[src/hw/rtl/dma2d_pkg.sv]
// Shared constants and types for the 2D DMA channel sequencer.
`timescale 1ns / 1ps

package dma2d_pkg;

    // Default widths of the address and count datapaths
    localparam int unsigned ADDR_BITS_DEF  = 32;
    localparam int unsigned COUNT_BITS_DEF = 32;

    // Configuration register file
    localparam int unsigned CFG_DATA_BITS  = 32;
    localparam int unsigned CFG_INDEX_BITS = 3;

    typedef enum logic [CFG_INDEX_BITS-1:0] {
        CFG_START_ADDRESS  = 3'd0,
        CFG_ROW_COUNT      = 3'd1,
        CFG_ROW_STRIDE     = 3'd2,
        CFG_ROW_TOTAL      = 3'd3,
        CFG_FRAME_STRIDE   = 3'd4,
        CFG_MODE           = 3'd5,
        CFG_IRQ_MODE       = 3'd6,
        CFG_ELEM_SIZE_LOG2 = 3'd7
    } t_cfg_index;

    // Item opcodes
    localparam int unsigned OPCODE_BITS = 3;

    typedef enum logic [OPCODE_BITS-1:0] {
        OP_START   = 3'd0,
        OP_STOP    = 3'd1,
        OP_ELEMENT = 3'd2,
        OP_PERIPH  = 3'd3,
        OP_CLEAR   = 3'd4
    } t_opcode;

    // Interrupt modes
    typedef enum logic [1:0] {
        IRQ_NONE     = 2'd0,
        IRQ_ROW_END  = 2'd1,
        IRQ_FRAME    = 2'd2,
        IRQ_PERIPH   = 2'd3
    } t_irq_mode;

    // Mode bits and clear-mask bits
    localparam int unsigned MODE_BIT_2D   = 0;
    localparam int unsigned MODE_BIT_AUTO = 1;
    localparam int unsigned CLR_BIT_DONE  = 0;
    localparam int unsigned CLR_BIT_ERROR = 1;

endpackage

[src/hw/rtl/dma_2d_channel_sequencer.sv]
// Top level of the 2D DMA channel address and count sequencer.
`timescale 1ns / 1ps

// Usage:
//   Input channel (i_in_valid / o_in_stall) carries one command item: an
//   opcode (start, stop, element moved, peripheral event, clear status) and a
//   clear mask. Output channel (o_out_valid / i_out_stall) returns exactly one
//   result item per command: current address, X and Y counts left, running,
//   done and error flags, and an interrupt pulse for that item.
//   The configuration port (i_cfg_wr_en, i_cfg_index, i_cfg_wdata) writes one
//   setup register per cycle; the user writes it only while no item is in
//   flight (not enforced); address, count and stride ignore writes while running.
// Flow and throughput:
//   An accepted item is captured in the input register; its result enters the
//   result register once that is free or draining. One item per cycle is
//   sustained unless the receiver stalls; the rate is set by the channel state
//   update, one add, decrement and compare per cycle between the two registers.
// Reset:
//   Synchronous active-low reset clears the channel state, the setup
//   registers and both valid flags.
// Stall:
//   While the receiver stalls, the result holds; one more item is still
//   taken into the input register, after which o_in_stall rises.

module dma_2d_channel_sequencer
    import dma2d_pkg::*;
#(
    parameter int unsigned ADDR_BITS  = ADDR_BITS_DEF,
    parameter int unsigned COUNT_BITS = COUNT_BITS_DEF
) (
    input  logic                      i_clk,
    input  logic                      i_rst_n,

    input  logic                      i_cfg_wr_en,
    input  logic [CFG_INDEX_BITS-1:0] i_cfg_index,
    input  logic [CFG_DATA_BITS-1:0]  i_cfg_wdata,

    input  logic                      i_in_valid,
    output logic                      o_in_stall,
    input  logic [OPCODE_BITS-1:0]    i_opcode,
    input  logic [1:0]                i_clear_mask,

    output logic                      o_out_valid,
    input  logic                      i_out_stall,
    output logic [ADDR_BITS-1:0]      o_current_address,
    output logic [COUNT_BITS-1:0]     o_x_left,
    output logic [COUNT_BITS-1:0]     o_y_left,
    output logic                      o_is_running,
    output logic                      o_is_done,
    output logic                      o_is_error,
    output logic                      o_irq_pulse
);

    // Setup registers
    logic [CFG_DATA_BITS-1:0] r_start_address;
    logic [CFG_DATA_BITS-1:0] r_row_count;
    logic [CFG_DATA_BITS-1:0] r_row_stride;
    logic [CFG_DATA_BITS-1:0] r_row_total;
    logic [CFG_DATA_BITS-1:0] r_frame_stride;
    logic [1:0]               r_mode;
    t_irq_mode                r_irq_mode;
    logic [1:0]               r_elem_size_log2;

    // Channel state
    logic [ADDR_BITS-1:0]     r_addr;
    logic [COUNT_BITS-1:0]    r_x;
    logic [COUNT_BITS-1:0]    r_y;
    logic                     r_run;
    logic                     r_done;
    logic                     r_err;

    logic [ADDR_BITS-1:0]     n_addr;
    logic [COUNT_BITS-1:0]    n_x;
    logic [COUNT_BITS-1:0]    n_y;
    logic                     n_run;
    logic                     n_done;
    logic                     n_err;
    logic                     n_irq;

    // Input register
    logic                     r_in_vld;
    logic [OPCODE_BITS-1:0]   r_in_op;
    logic [1:0]               r_in_mask;

    // Result register
    logic                     r_out_vld;
    logic [ADDR_BITS-1:0]     r_out_addr;
    logic [COUNT_BITS-1:0]    r_out_x;
    logic [COUNT_BITS-1:0]    r_out_y;
    logic                     r_out_run;
    logic                     r_out_done;
    logic                     r_out_err;
    logic                     r_out_irq;

    logic                     out_free;
    logic                     fire;
    logic                     in_take;

    // Resized setup values
    logic [ADDR_BITS+CFG_DATA_BITS-1:0] start_ext;
    logic [ADDR_BITS+CFG_DATA_BITS-1:0] stride_ext;
    logic [ADDR_BITS+CFG_DATA_BITS-1:0] fstride_ext;
    logic [ADDR_BITS-1:0]     start_addr;
    logic [ADDR_BITS-1:0]     stride_addr;
    logic [ADDR_BITS-1:0]     fstride_addr;
    logic [COUNT_BITS-1:0]    row_count_c;
    logic [COUNT_BITS-1:0]    row_total_c;

    // Start checks
    logic [CFG_DATA_BITS-1:0] esize;
    logic [CFG_DATA_BITS-1:0] esize_neg;
    logic                     ld_misalign;
    logic                     ld_refuse;

    // Element step
    logic [ADDR_BITS-1:0]     step_addr;
    logic [COUNT_BITS-1:0]    step_x;

    assign start_ext    = {{ADDR_BITS{1'b0}}, r_start_address};
    assign stride_ext   = {{ADDR_BITS{r_row_stride[CFG_DATA_BITS-1]}}, r_row_stride};
    assign fstride_ext  = {{ADDR_BITS{r_frame_stride[CFG_DATA_BITS-1]}}, r_frame_stride};
    assign start_addr   = start_ext[ADDR_BITS-1:0];
    assign stride_addr  = stride_ext[ADDR_BITS-1:0];
    assign fstride_addr = fstride_ext[ADDR_BITS-1:0];
    assign row_count_c  = r_row_count[COUNT_BITS-1:0];
    assign row_total_c  = r_row_total[COUNT_BITS-1:0];

    // Check alignment and stride against the element size
    assign esize     = CFG_DATA_BITS'(1) << r_elem_size_log2;
    assign esize_neg = CFG_DATA_BITS'(0) - esize;

    always_comb begin
        case (r_elem_size_log2)
            2'd0:    ld_misalign = 1'b0;
            2'd1:    ld_misalign = r_start_address[0];
            2'd2:    ld_misalign = |r_start_address[1:0];
            default: ld_misalign = |r_start_address[2:0];
        endcase
    end

    assign ld_refuse = (r_mode[MODE_BIT_2D] && (r_row_total == '0))
                    || ((r_row_stride != esize) && (r_row_stride != esize_neg));

    assign step_addr = r_addr + stride_addr;
    assign step_x    = r_x - COUNT_BITS'(1);

    // Handshake: process when the result register is free or being drained
    assign out_free   = !r_out_vld || !i_out_stall;
    assign fire       = r_in_vld && out_free;
    assign in_take    = i_in_valid && !o_in_stall;
    assign o_in_stall = r_in_vld && !out_free;

    // Next channel state for the item in the input register
    always_comb begin
        n_addr = r_addr;
        n_x    = r_x;
        n_y    = r_y;
        n_run  = r_run;
        n_done = r_done;
        n_err  = r_err;
        n_irq  = 1'b0;
        case (t_opcode'(r_in_op))
            OP_START: begin
                if (ld_misalign || ld_refuse) begin
                    n_err = 1'b1;
                end
                if (ld_refuse) begin
                    n_run = 1'b0;
                end else begin
                    n_run  = 1'b1;
                    n_addr = start_addr;
                    n_x    = row_count_c;
                    n_y    = row_total_c;
                end
            end
            OP_STOP: begin
                n_run = 1'b0;
            end
            OP_ELEMENT: begin
                if (r_run) begin
                    n_addr = step_addr;
                    n_x    = step_x;
                    if (step_x == '0) begin
                        n_irq = (r_irq_mode == IRQ_ROW_END);
                        if (r_mode[MODE_BIT_2D] && (r_y > COUNT_BITS'(1))) begin
                            // step to the next row; the last element step is undone
                            n_y    = r_y - COUNT_BITS'(1);
                            n_x    = row_count_c;
                            n_addr = r_addr + fstride_addr;
                        end else begin
                            if (r_mode[MODE_BIT_2D] && (r_irq_mode == IRQ_FRAME)) begin
                                n_irq = 1'b1;
                            end
                            if (r_mode[MODE_BIT_AUTO]) begin
                                // reload with the same checks as a start
                                if (ld_misalign || ld_refuse) begin
                                    n_err = 1'b1;
                                end
                                if (ld_refuse) begin
                                    n_run = 1'b0;
                                end else begin
                                    n_addr = start_addr;
                                    n_x    = row_count_c;
                                    n_y    = row_total_c;
                                end
                            end else begin
                                n_run  = 1'b0;
                                n_done = 1'b1;
                            end
                        end
                    end
                end
            end
            OP_PERIPH: begin
                n_irq = (r_irq_mode == IRQ_PERIPH);
            end
            OP_CLEAR: begin
                if (r_in_mask[CLR_BIT_DONE]) begin
                    n_done = 1'b0;
                end
                if (r_in_mask[CLR_BIT_ERROR]) begin
                    n_err = 1'b0;
                end
            end
            default: begin
            end
        endcase
    end

    // Hold setup, state, input and result registers
    always_ff @(posedge i_clk) begin
        if (!i_rst_n) begin
            r_start_address  <= '0;
            r_row_count      <= '0;
            r_row_stride     <= '0;
            r_row_total      <= '0;
            r_frame_stride   <= '0;
            r_mode           <= '0;
            r_irq_mode       <= IRQ_NONE;
            r_elem_size_log2 <= '0;
            r_addr           <= '0;
            r_x              <= '0;
            r_y              <= '0;
            r_run            <= 1'b0;
            r_done           <= 1'b0;
            r_err            <= 1'b0;
            r_in_vld         <= 1'b0;
            r_out_vld        <= 1'b0;
        end else begin
            // Take setup writes; drop address, count and stride writes while running
            if (i_cfg_wr_en) begin
                case (t_cfg_index'(i_cfg_index))
                    CFG_START_ADDRESS:  if (!r_run) r_start_address <= i_cfg_wdata;
                    CFG_ROW_COUNT:      if (!r_run) r_row_count     <= i_cfg_wdata;
                    CFG_ROW_STRIDE:     if (!r_run) r_row_stride    <= i_cfg_wdata;
                    CFG_ROW_TOTAL:      if (!r_run) r_row_total     <= i_cfg_wdata;
                    CFG_FRAME_STRIDE:   if (!r_run) r_frame_stride  <= i_cfg_wdata;
                    CFG_MODE:           r_mode           <= i_cfg_wdata[1:0];
                    CFG_IRQ_MODE:       r_irq_mode       <= t_irq_mode'(i_cfg_wdata[1:0]);
                    CFG_ELEM_SIZE_LOG2: r_elem_size_log2 <= i_cfg_wdata[1:0];
                    default: begin
                    end
                endcase
            end

            // Advance channel state
            if (fire) begin
                r_addr <= n_addr;
                r_x    <= n_x;
                r_y    <= n_y;
                r_run  <= n_run;
                r_done <= n_done;
                r_err  <= n_err;
            end

            // Input register valid
            if (in_take) begin
                r_in_vld <= 1'b1;
            end else if (fire) begin
                r_in_vld <= 1'b0;
            end

            // Result register valid
            if (fire) begin
                r_out_vld <= 1'b1;
            end else if (!i_out_stall) begin
                r_out_vld <= 1'b0;
            end
        end
    end

    // Payload registers
    always_ff @(posedge i_clk) begin
        if (in_take) begin
            r_in_op   <= i_opcode;
            r_in_mask <= i_clear_mask;
        end
        if (fire) begin
            r_out_addr <= n_addr;
            r_out_x    <= n_x;
            r_out_y    <= n_y;
            r_out_run  <= n_run;
            r_out_done <= n_done;
            r_out_err  <= n_err;
            r_out_irq  <= n_irq;
        end
    end

    assign o_out_valid       = r_out_vld;
    assign o_current_address = r_out_addr;
    assign o_x_left          = r_out_x;
    assign o_y_left          = r_out_y;
    assign o_is_running      = r_out_run;
    assign o_is_done         = r_out_done;
    assign o_is_error        = r_out_err;
    assign o_irq_pulse       = r_out_irq;

endmodule

[config.mk]
export PLATFORM = sky130hd
export DESIGN_NAME = dma_2d_channel_sequencer
export DESIGN_NICKNAME = d
export VERILOG_FILES = /design/src/hw/rtl/dma2d_pkg.sv /design/src/hw/rtl/dma_2d_channel_sequencer.sv
export SDC_FILE = /design/constraint.sdc
export NUM_CORES = 1
export LEC_CHECK = 0
export BUFFER_PORTS_ARGS = -buffer_cell sky130_fd_sc_hd__clkbuf_2
export CORE_MARGIN = 2
export CORE_UTILIZATION = 55
export DETAILED_ROUTE_END_ITERATION = 10
export PLACE_DENSITY = 0.78
export SLEW_MARGIN = 20
export SYNTH_ARGS = -nofsm -noshare
export SYNTH_HDL_FRONTEND = slang
export SYNTH_SLANG_ARGS = --single-unit
export TNS_END_PERCENT = 20
[constraint.sdc]
create_clock -name i_clk -period 4.5 [get_ports i_clk]
set_input_delay 0 -clock i_clk [delete_from_list [all_inputs] [get_ports i_clk]]
set_output_delay 0 -clock i_clk [all_outputs]
set_load 0.03 [all_outputs]
==> metrics, run 1 <==
status=completed; normalized max-slew margin=23.5%; Worst Path Required=4940 ps; CTS tree=built; Clock Tree Root=clkbuf_16; Max Cap Viol=0; Syn Std Cell Area=22500 um^2; Bufs on Longest Clock Path=3; CP Class=flop to flop; worst r2r src=r_x[1]$_SDFFE_PN0P_; Synth Instances=2875; Leak=10.3 nW; TritonCTS Buffers=43; worst hold endpoint=r_in_mask[0]$_DFFE_PP_; Post-synth EDFFs=105; min-delay worst type=primary input to flop; startpoint class of the critical path=flop; Slew @ Worst Pin=1150 ps; crit path DAT=4780 ps; hold path depth=2; r2r endpoint=o_y_left[31]$_DFFE_PP_; dpl hpwl=68.2 mm; setup bufs post-CTS=0; Worst Reg2Reg Path Length in Cells=16; num ports=147; Reg2Reg Setup Slack=160 ps; final net count=3195; largest net degree at the start of global routing=216; Syn Area/Cell=7.81 um^2; Vias/cell=6.90; Max Fclk=230 MHz; Residual DRC=0; worst hold start=i_clear_mask[0]; RePlAce Congestion=1.00; Synth cell types=93; drt wl/cell=27.2 um; vias=25200; clk sinks=372; number of synthesized register bits=372; area growth from synthesis to layout=18.6%; peak supply drop=0.317 mV; Core Region=40600 um^2; WHS=130 ps; Final Critical Period=4340 ps; Final Skew=28.9 ps; Post-synth ARST share=0%; worst-path fanout max=13; Hold Vio Cnt, Final=0; initial antenna violation count=2; layout cells sized above 1=15.3%; yosys warns=0; # setup viols final=0; worst skew pair latency=610 ps; RSZ-0062 raised after global routing=false; Die Y=206 um; Port-buffer cells=146; vias in the first global route=23200; first drt pass iteration count=8; Routed Antenna Nets=0; gr usage total=45.5%; final slew viol count=0; Initial DRC Count=3863; PD cells=328 nW/um^2; Die ar.=42500 um^2; first-pass GRT wire length=144 mm; Period Utilization, post-route=96.5%; prevailing post-synth register cell=dfxtp_1; gr ovfl total=0; CTS clk-pin slew, worst paths=60 ps; syn_nets=2989; final WL=99.4 mm; TNS Setup=0 ps; die width=206 um; Starting Density=55.4%; Seq/Total Area, Yosys=37.8%; crit end category=flop; H-tree depth=2; row count=74; number of gates resized after cts=0
==> where the power goes <==
part	switching, W	internal [W]	leakage (nW)	total [W]
sequential	0.000102	0.00354	3.18	0.00364
clock	0.00158	0.00229	0.771	0.00387
combinational	0.000835	0.000397	6.40	0.00123
total	0.00252	0.00623	10.3	0.00875
==> worst max-delay path, stage by stage, from the launching register on <==
cell and delay (ps):
dfxtp_1 320, inv_1 80, ha_1 220, or3b_1 530, or4_4 620, xor2_1 210, o211ai_1 160, nor4_1 310
buf_4 170, nand4_1 90, buf_4 200, buf_4 190, nor2_1 160, buf_4 220, a211oi_1 90, or3_1 420
a21oi_1 190
==> layer usage <==
layer	vias up	track usage [%]	part of all wire, %	routed length, um
li1	11000	-	-	-
met1	11600	57.6	35	35200
met2	2082	68.5	43	42300
met3	486	11.9	14	14300
met4	2	29.2	7.5	7490
met5	-	0	0.011	11
==> worst max-delay path by stage <==
stage                     depth (start not counted)  slack (ps)                      from                        endpoint
after floorplan                                   5          20  o_out_valid$_SDFFE_PN0P_  o_current_address[0]$_DFFE_PP_
after global placement                           14         240       r_x[0]$_SDFFE_PN0P_          o_y_left[17]$_DFFE_PP_
after detailed placement                         16         260       r_x[1]$_SDFFE_PN0P_          o_y_left[31]$_DFFE_PP_
after CTS                                        16         230       r_x[1]$_SDFFE_PN0P_          o_y_left[31]$_DFFE_PP_
after global routing                             16          20       r_x[0]$_SDFFE_PN0P_          o_y_left[31]$_DFFE_PP_
final                                            16         160       r_x[1]$_SDFFE_PN0P_          o_y_left[31]$_DFFE_PP_
==> synth_stat cells, types with 32 or more instances <==
master | instances | area (um^2)
o21ai_0 | 143 | 716
nand4_1 | 35 | 219
edfxtp_1 | 105 | 3150
ha_1 | 67 | 838
a21o_1 | 36 | 270
a31oi_1 | 42 | 263
inv_1 | 33 | 124
o22ai_1 | 49 | 307
clkbuf_1 | 197 | 739
nand3_1 | 85 | 425
nor2_1 | 200 | 751
a211oi_1 | 46 | 345
dfxtp_1 | 267 | 5350
nor4_1 | 43 | 269
or3_1 | 34 | 213
xnor2_1 | 41 | 359
nand2_1 | 559 | 2100
xor2_1 | 32 | 280
nor3_1 | 64 | 320
a21oi_1 | 355 | 1780
==> area by class of cell <==
| cell class | instances | area (um^2) |
|---|---|---|
| inverters | 36 | 145 |
| clock inverters | 22 | 264 |
| diodes | 3 | 7.51 |
| clock buffers | 58 | 1310 |
| multi-input cells | 2246 | 13000 |
| flip-flops and latches | 372 | 8500 |
| well taps | 532 | 666 |
| fillers | 3471 | 13900 |
| repair buffers | 382 | 2740 |
==> logic make-up (layout without fill, tap and decap cells) <==
family          after synthesis  after routing  synth area share (%)
xor+xnor                     73             73                  2.85
mux                          30             30                  1.34
simple gates               1144           1144                  23.3
other cells                   0              3                     0
compound gates              930            930                  26.3
fa+ha+maj                    69             69                  3.91
flops                       372            372                  37.8
buf+inv                     257            498                  4.48
==> what timing repair did <==
action / CTS / global route
endpoints found under the setup margin: 0 / 0
endpoints found under the hold margin: 192 / 0
hold buffers: 45 / 0
==> stage by stage <==
step                      setup WS, ps  utilization, %  cells  total power [W]  area (um^2)
after floorplan                   19.1               -   2875          0.00438        22500
after global placement             238            60.7   3523          0.00484        24600
after detailed placement           265            60.7   3523          0.00485        24600
after CTS                          231            65.6   3648          0.00868        26600
after global routing              20.6            65.7   3648          0.00891        26600
final                              158            65.7   3651          0.00875        26600
==> layout by cell type, fill, tap and decap left out, types with 49 or more instances in the layout <==
cell type,synthesis,layout
nand2_1,559,557
a21oi_1,355,353
dfxtp_1,267,266
nor2_1,200,195
buf_4,0,181
clkbuf_2,1,146
o21ai_0,143,143
edfxtp_1,105,105
nand3_1,85,84
ha_1,67,67
nor3_1,64,64
o22ai_1,49,49
Power figures use the tool's default switching activity.
==> run 2, diff against run 1 <==
--- a/config.mk
+++ b/config.mk
@@ -5,7 +5,7 @@
 export SDC_FILE = /design/constraint.sdc
 export NUM_CORES = 1
 export LEC_CHECK = 0
-export BUFFER_PORTS_ARGS = -buffer_cell sky130_fd_sc_hd__clkbuf_2
+export BUFFER_PORTS_ARGS = -buffer_cell sky130_fd_sc_hd__buf_2
 export CORE_MARGIN = 2
 export CORE_UTILIZATION = 55
 export DETAILED_ROUTE_END_ITERATION = 10
==> constraint.sdc (replaced) <==
create_clock -name i_clk -period 4.5 [get_ports i_clk]
set_input_delay 0 -clock i_clk [delete_from_list [all_inputs] [get_ports i_clk]]
set_output_delay 0 -clock i_clk [all_outputs]
set_load 0.1 [all_outputs]
==> run 2 against run 1 <==
Largest power group is now registers. Combinational power rose by 17%. Clock skew fell by 3.6 ps. Via count fell by 1.3%. Power fell by 0.44%. Core utilization fell by 0.27 points. Highest routed layer is now met4. Critical endpoint is now o_y_left[22]$_DFFE_PP_. Worst hold slack got worse by 13 ps. Clock-buffer cell count fell by 1. Clock power fell by 5.9%. Largest cell class unchanged. Sequential power barely moved. Register-to-register slack barely moved. Sequential share of layout area rose by 0.13 points. Cell area fell by 0.40%.
==> metrics, run 2 (same netlist as run 1, synthesis figures left out) <==
Cell Int Power=0.00604 W; Starting Density=55.4%; Hold Vio Cnt, Final=0; r2r endpoint=o_y_left[22]$_DFFE_PP_; sequential share of power=41.8%; largest net degree at the start of global routing=102; Period Utilization, post-route=96.7%; commonest non-fill, non-tap cells in the layout=nand2_1 (557), a21oi_1 (353), dfxtp_1 (266); PnR worst setup slack=149 ps; post-place setup slack=156 ps; initial antenna violation count=1; worst r2r src=r_elem_size_log2[1]$_SDFFE_PN0P_; peak supply drop=0.275 mV; Final Critical Period=4350 ps; Slew @ Worst Pin=985 ps; CTS tree=built; crit path DAT=4700 ps; Core Region=40600 um^2; Routed Antenna Nets=0; num ports=147; # setup viols final=0; CP Class=flop to flop; Port-buffer cells=146; startpoint class of the critical path=flop; layout cells sized above 1=15.1%; TNS Setup=0 ps; row count=74; Post-Layout Cell Count=3650; commonest non-fill, non-tap cell in the layout=nand2_1; RSZ-0062 raised after global routing=false; status=completed; TritonCTS Buffers=42; Die ar.=42500 um^2; cell area after layout=26500 um^2; Core Util, Final=65.4%; dpl hpwl=68.8 mm; final slew viol count=0; worst skew pair latency=600 ps; H-tree depth=2; drt wl/cell=26.9 um; fill count=3470; Cells after DPL=3527; clk sinks=372; Die Y=206 um; Max Fclk=230 MHz; vias in the first global route=23200; Bufs on Longest Clock Path=3; Residual DRC=0; crit end category=flop; first drt pass iteration count=8; sw frac=30.7%; PD cells=328 nW/um^2; worst hold endpoint=r_in_op[1]$_DFFE_PP_; RePlAce Congestion=1.03; first-pass GRT wire length=144 mm; gr usage total=45.6%; area growth from synthesis to layout=18.1%; Worst Path Required=4850 ps; Comb pwr share=16.5%; final net count=3198; Worst Reg2Reg Path Length in Cells=15; die width=206 um; vias=24900; Max Cap Viol=0; min-delay worst type=primary input to flop; Clk network pwr share=41.7%; worst hold start=i_opcode[1]; final WL=98.3 mm; Final Skew=25.4 ps; Initial DRC Count=3402; CTS clk-pin slew, worst paths=70 ps; Leak=10.3 nW; worst-path fanout max=11; Clock Tree Root=clkbuf_16; normalized max-slew margin=34.3%; placed inst area=24600 um^2; Vias/cell=6.81; switching power=0.00267 W; Reg2Reg Setup Slack=150 ps; hold path depth=2; gr ovfl total=0
[run 2: cell types whose count changed in the layout (fill, tap and decap cells not counted), sizes merged]
| cell | change |
|---|---|
| buf | +150 |
| clkbuf | -147 |
| clkinv | -2 |
| diode | -2 |
[run 2: worst max path at each step]
| stage | start | endpoint | slack (ps) |
|---|---|---|---|
| finish | r_elem_size_log2[1]$_SDFFE_PN0P_ | o_y_left[22]$_DFFE_PP_ | 150 |
| global route | r_x[1]$_SDFFE_PN0P_ | o_y_left[1]$_DFFE_PP_ | 9 |
| CTS | r_x[1]$_SDFFE_PN0P_ | o_y_left[17]$_DFFE_PP_ | 150 |
| detailed placement | r_x[0]$_SDFFE_PN0P_ | o_y_left[17]$_DFFE_PP_ | 160 |
| global placement | r_x[0]$_SDFFE_PN0P_ | o_y_left[21]$_DFFE_PP_ | 270 |
| floorplan | o_out_valid$_SDFFE_PN0P_ | o_current_address[0]$_DFFE_PP_ | 60 |
[run 2: final cells by class]
cell class                      count  area [um^2]  area share [%]
Antenna cell                        1         2.50         0.00943
Clock buffer                       57         1190            4.49
Clock inverter                     20          228           0.858
Inverter                           36          145           0.547
Multi-Input combinational cell   2246        13000            49.0
Sequential cell                   372         8500            32.0
Tap cell                          532          666            2.51
Timing Repair Buffer              386         2800            10.5
[run 2: metal layers]
layer	vias to the layer above	track usage, %	routed length (um)	share of wire (%)
met5	-	0	0	0
met4	0	32.0	7980	8.1
met3	452	13.0	13100	13
met2	1777	67.8	41500	42
met1	11700	56.8	35800	36
li1	11000	-	-	-
[run 2: stage by stage]
step | hold WS [ps] | power [W]
final | 117 | 0.00871
after global routing | 125 | 0.00890
after CTS | 108 | 0.00865
after detailed placement | 181 | 0.00506
after global placement | 177 | 0.00505
after floorplan | 98.9 | 0.00459
[run 2: worst max-delay path: stages (launching register included)]
cell	delay, ps
dfxtp_1	420
or2_2	380
ha_1	300
xnor2_1	160
buf_4	170
nand4_1	90
nor4_1	420
buf_4	220
a32o_1	310
buf_4	190
nand3_1	270
nor2_2	250
buf_12	150
a31oi_1	200
o221a_2	380
o22a_1	190
[run 2: what timing repair did]
item                                    4_1_cts  5_1_grt
setup buffers                                 0        0
endpoints found under the setup margin        0       16
hold buffers                                 45        0
endpoints found under the hold margin       188        0
resized for setup                             0        5
[run 2: power by group through the flow]
stage / Combinational [W] / Clock (W) / Sequential (W)
6_report: 0.00144 / 0.00364 / 0.00364
5_1_grt: 0.00150 / 0.00376 / 0.00364
4_1_cts: 0.00139 / 0.00363 / 0.00363
3_5_place_dp: 0.00136 / 0 / 0.00370
3_3_place_gp: 0.00135 / 0 / 0.00370
2_1_floorplan: 0.000627 / 0 / 0.00396
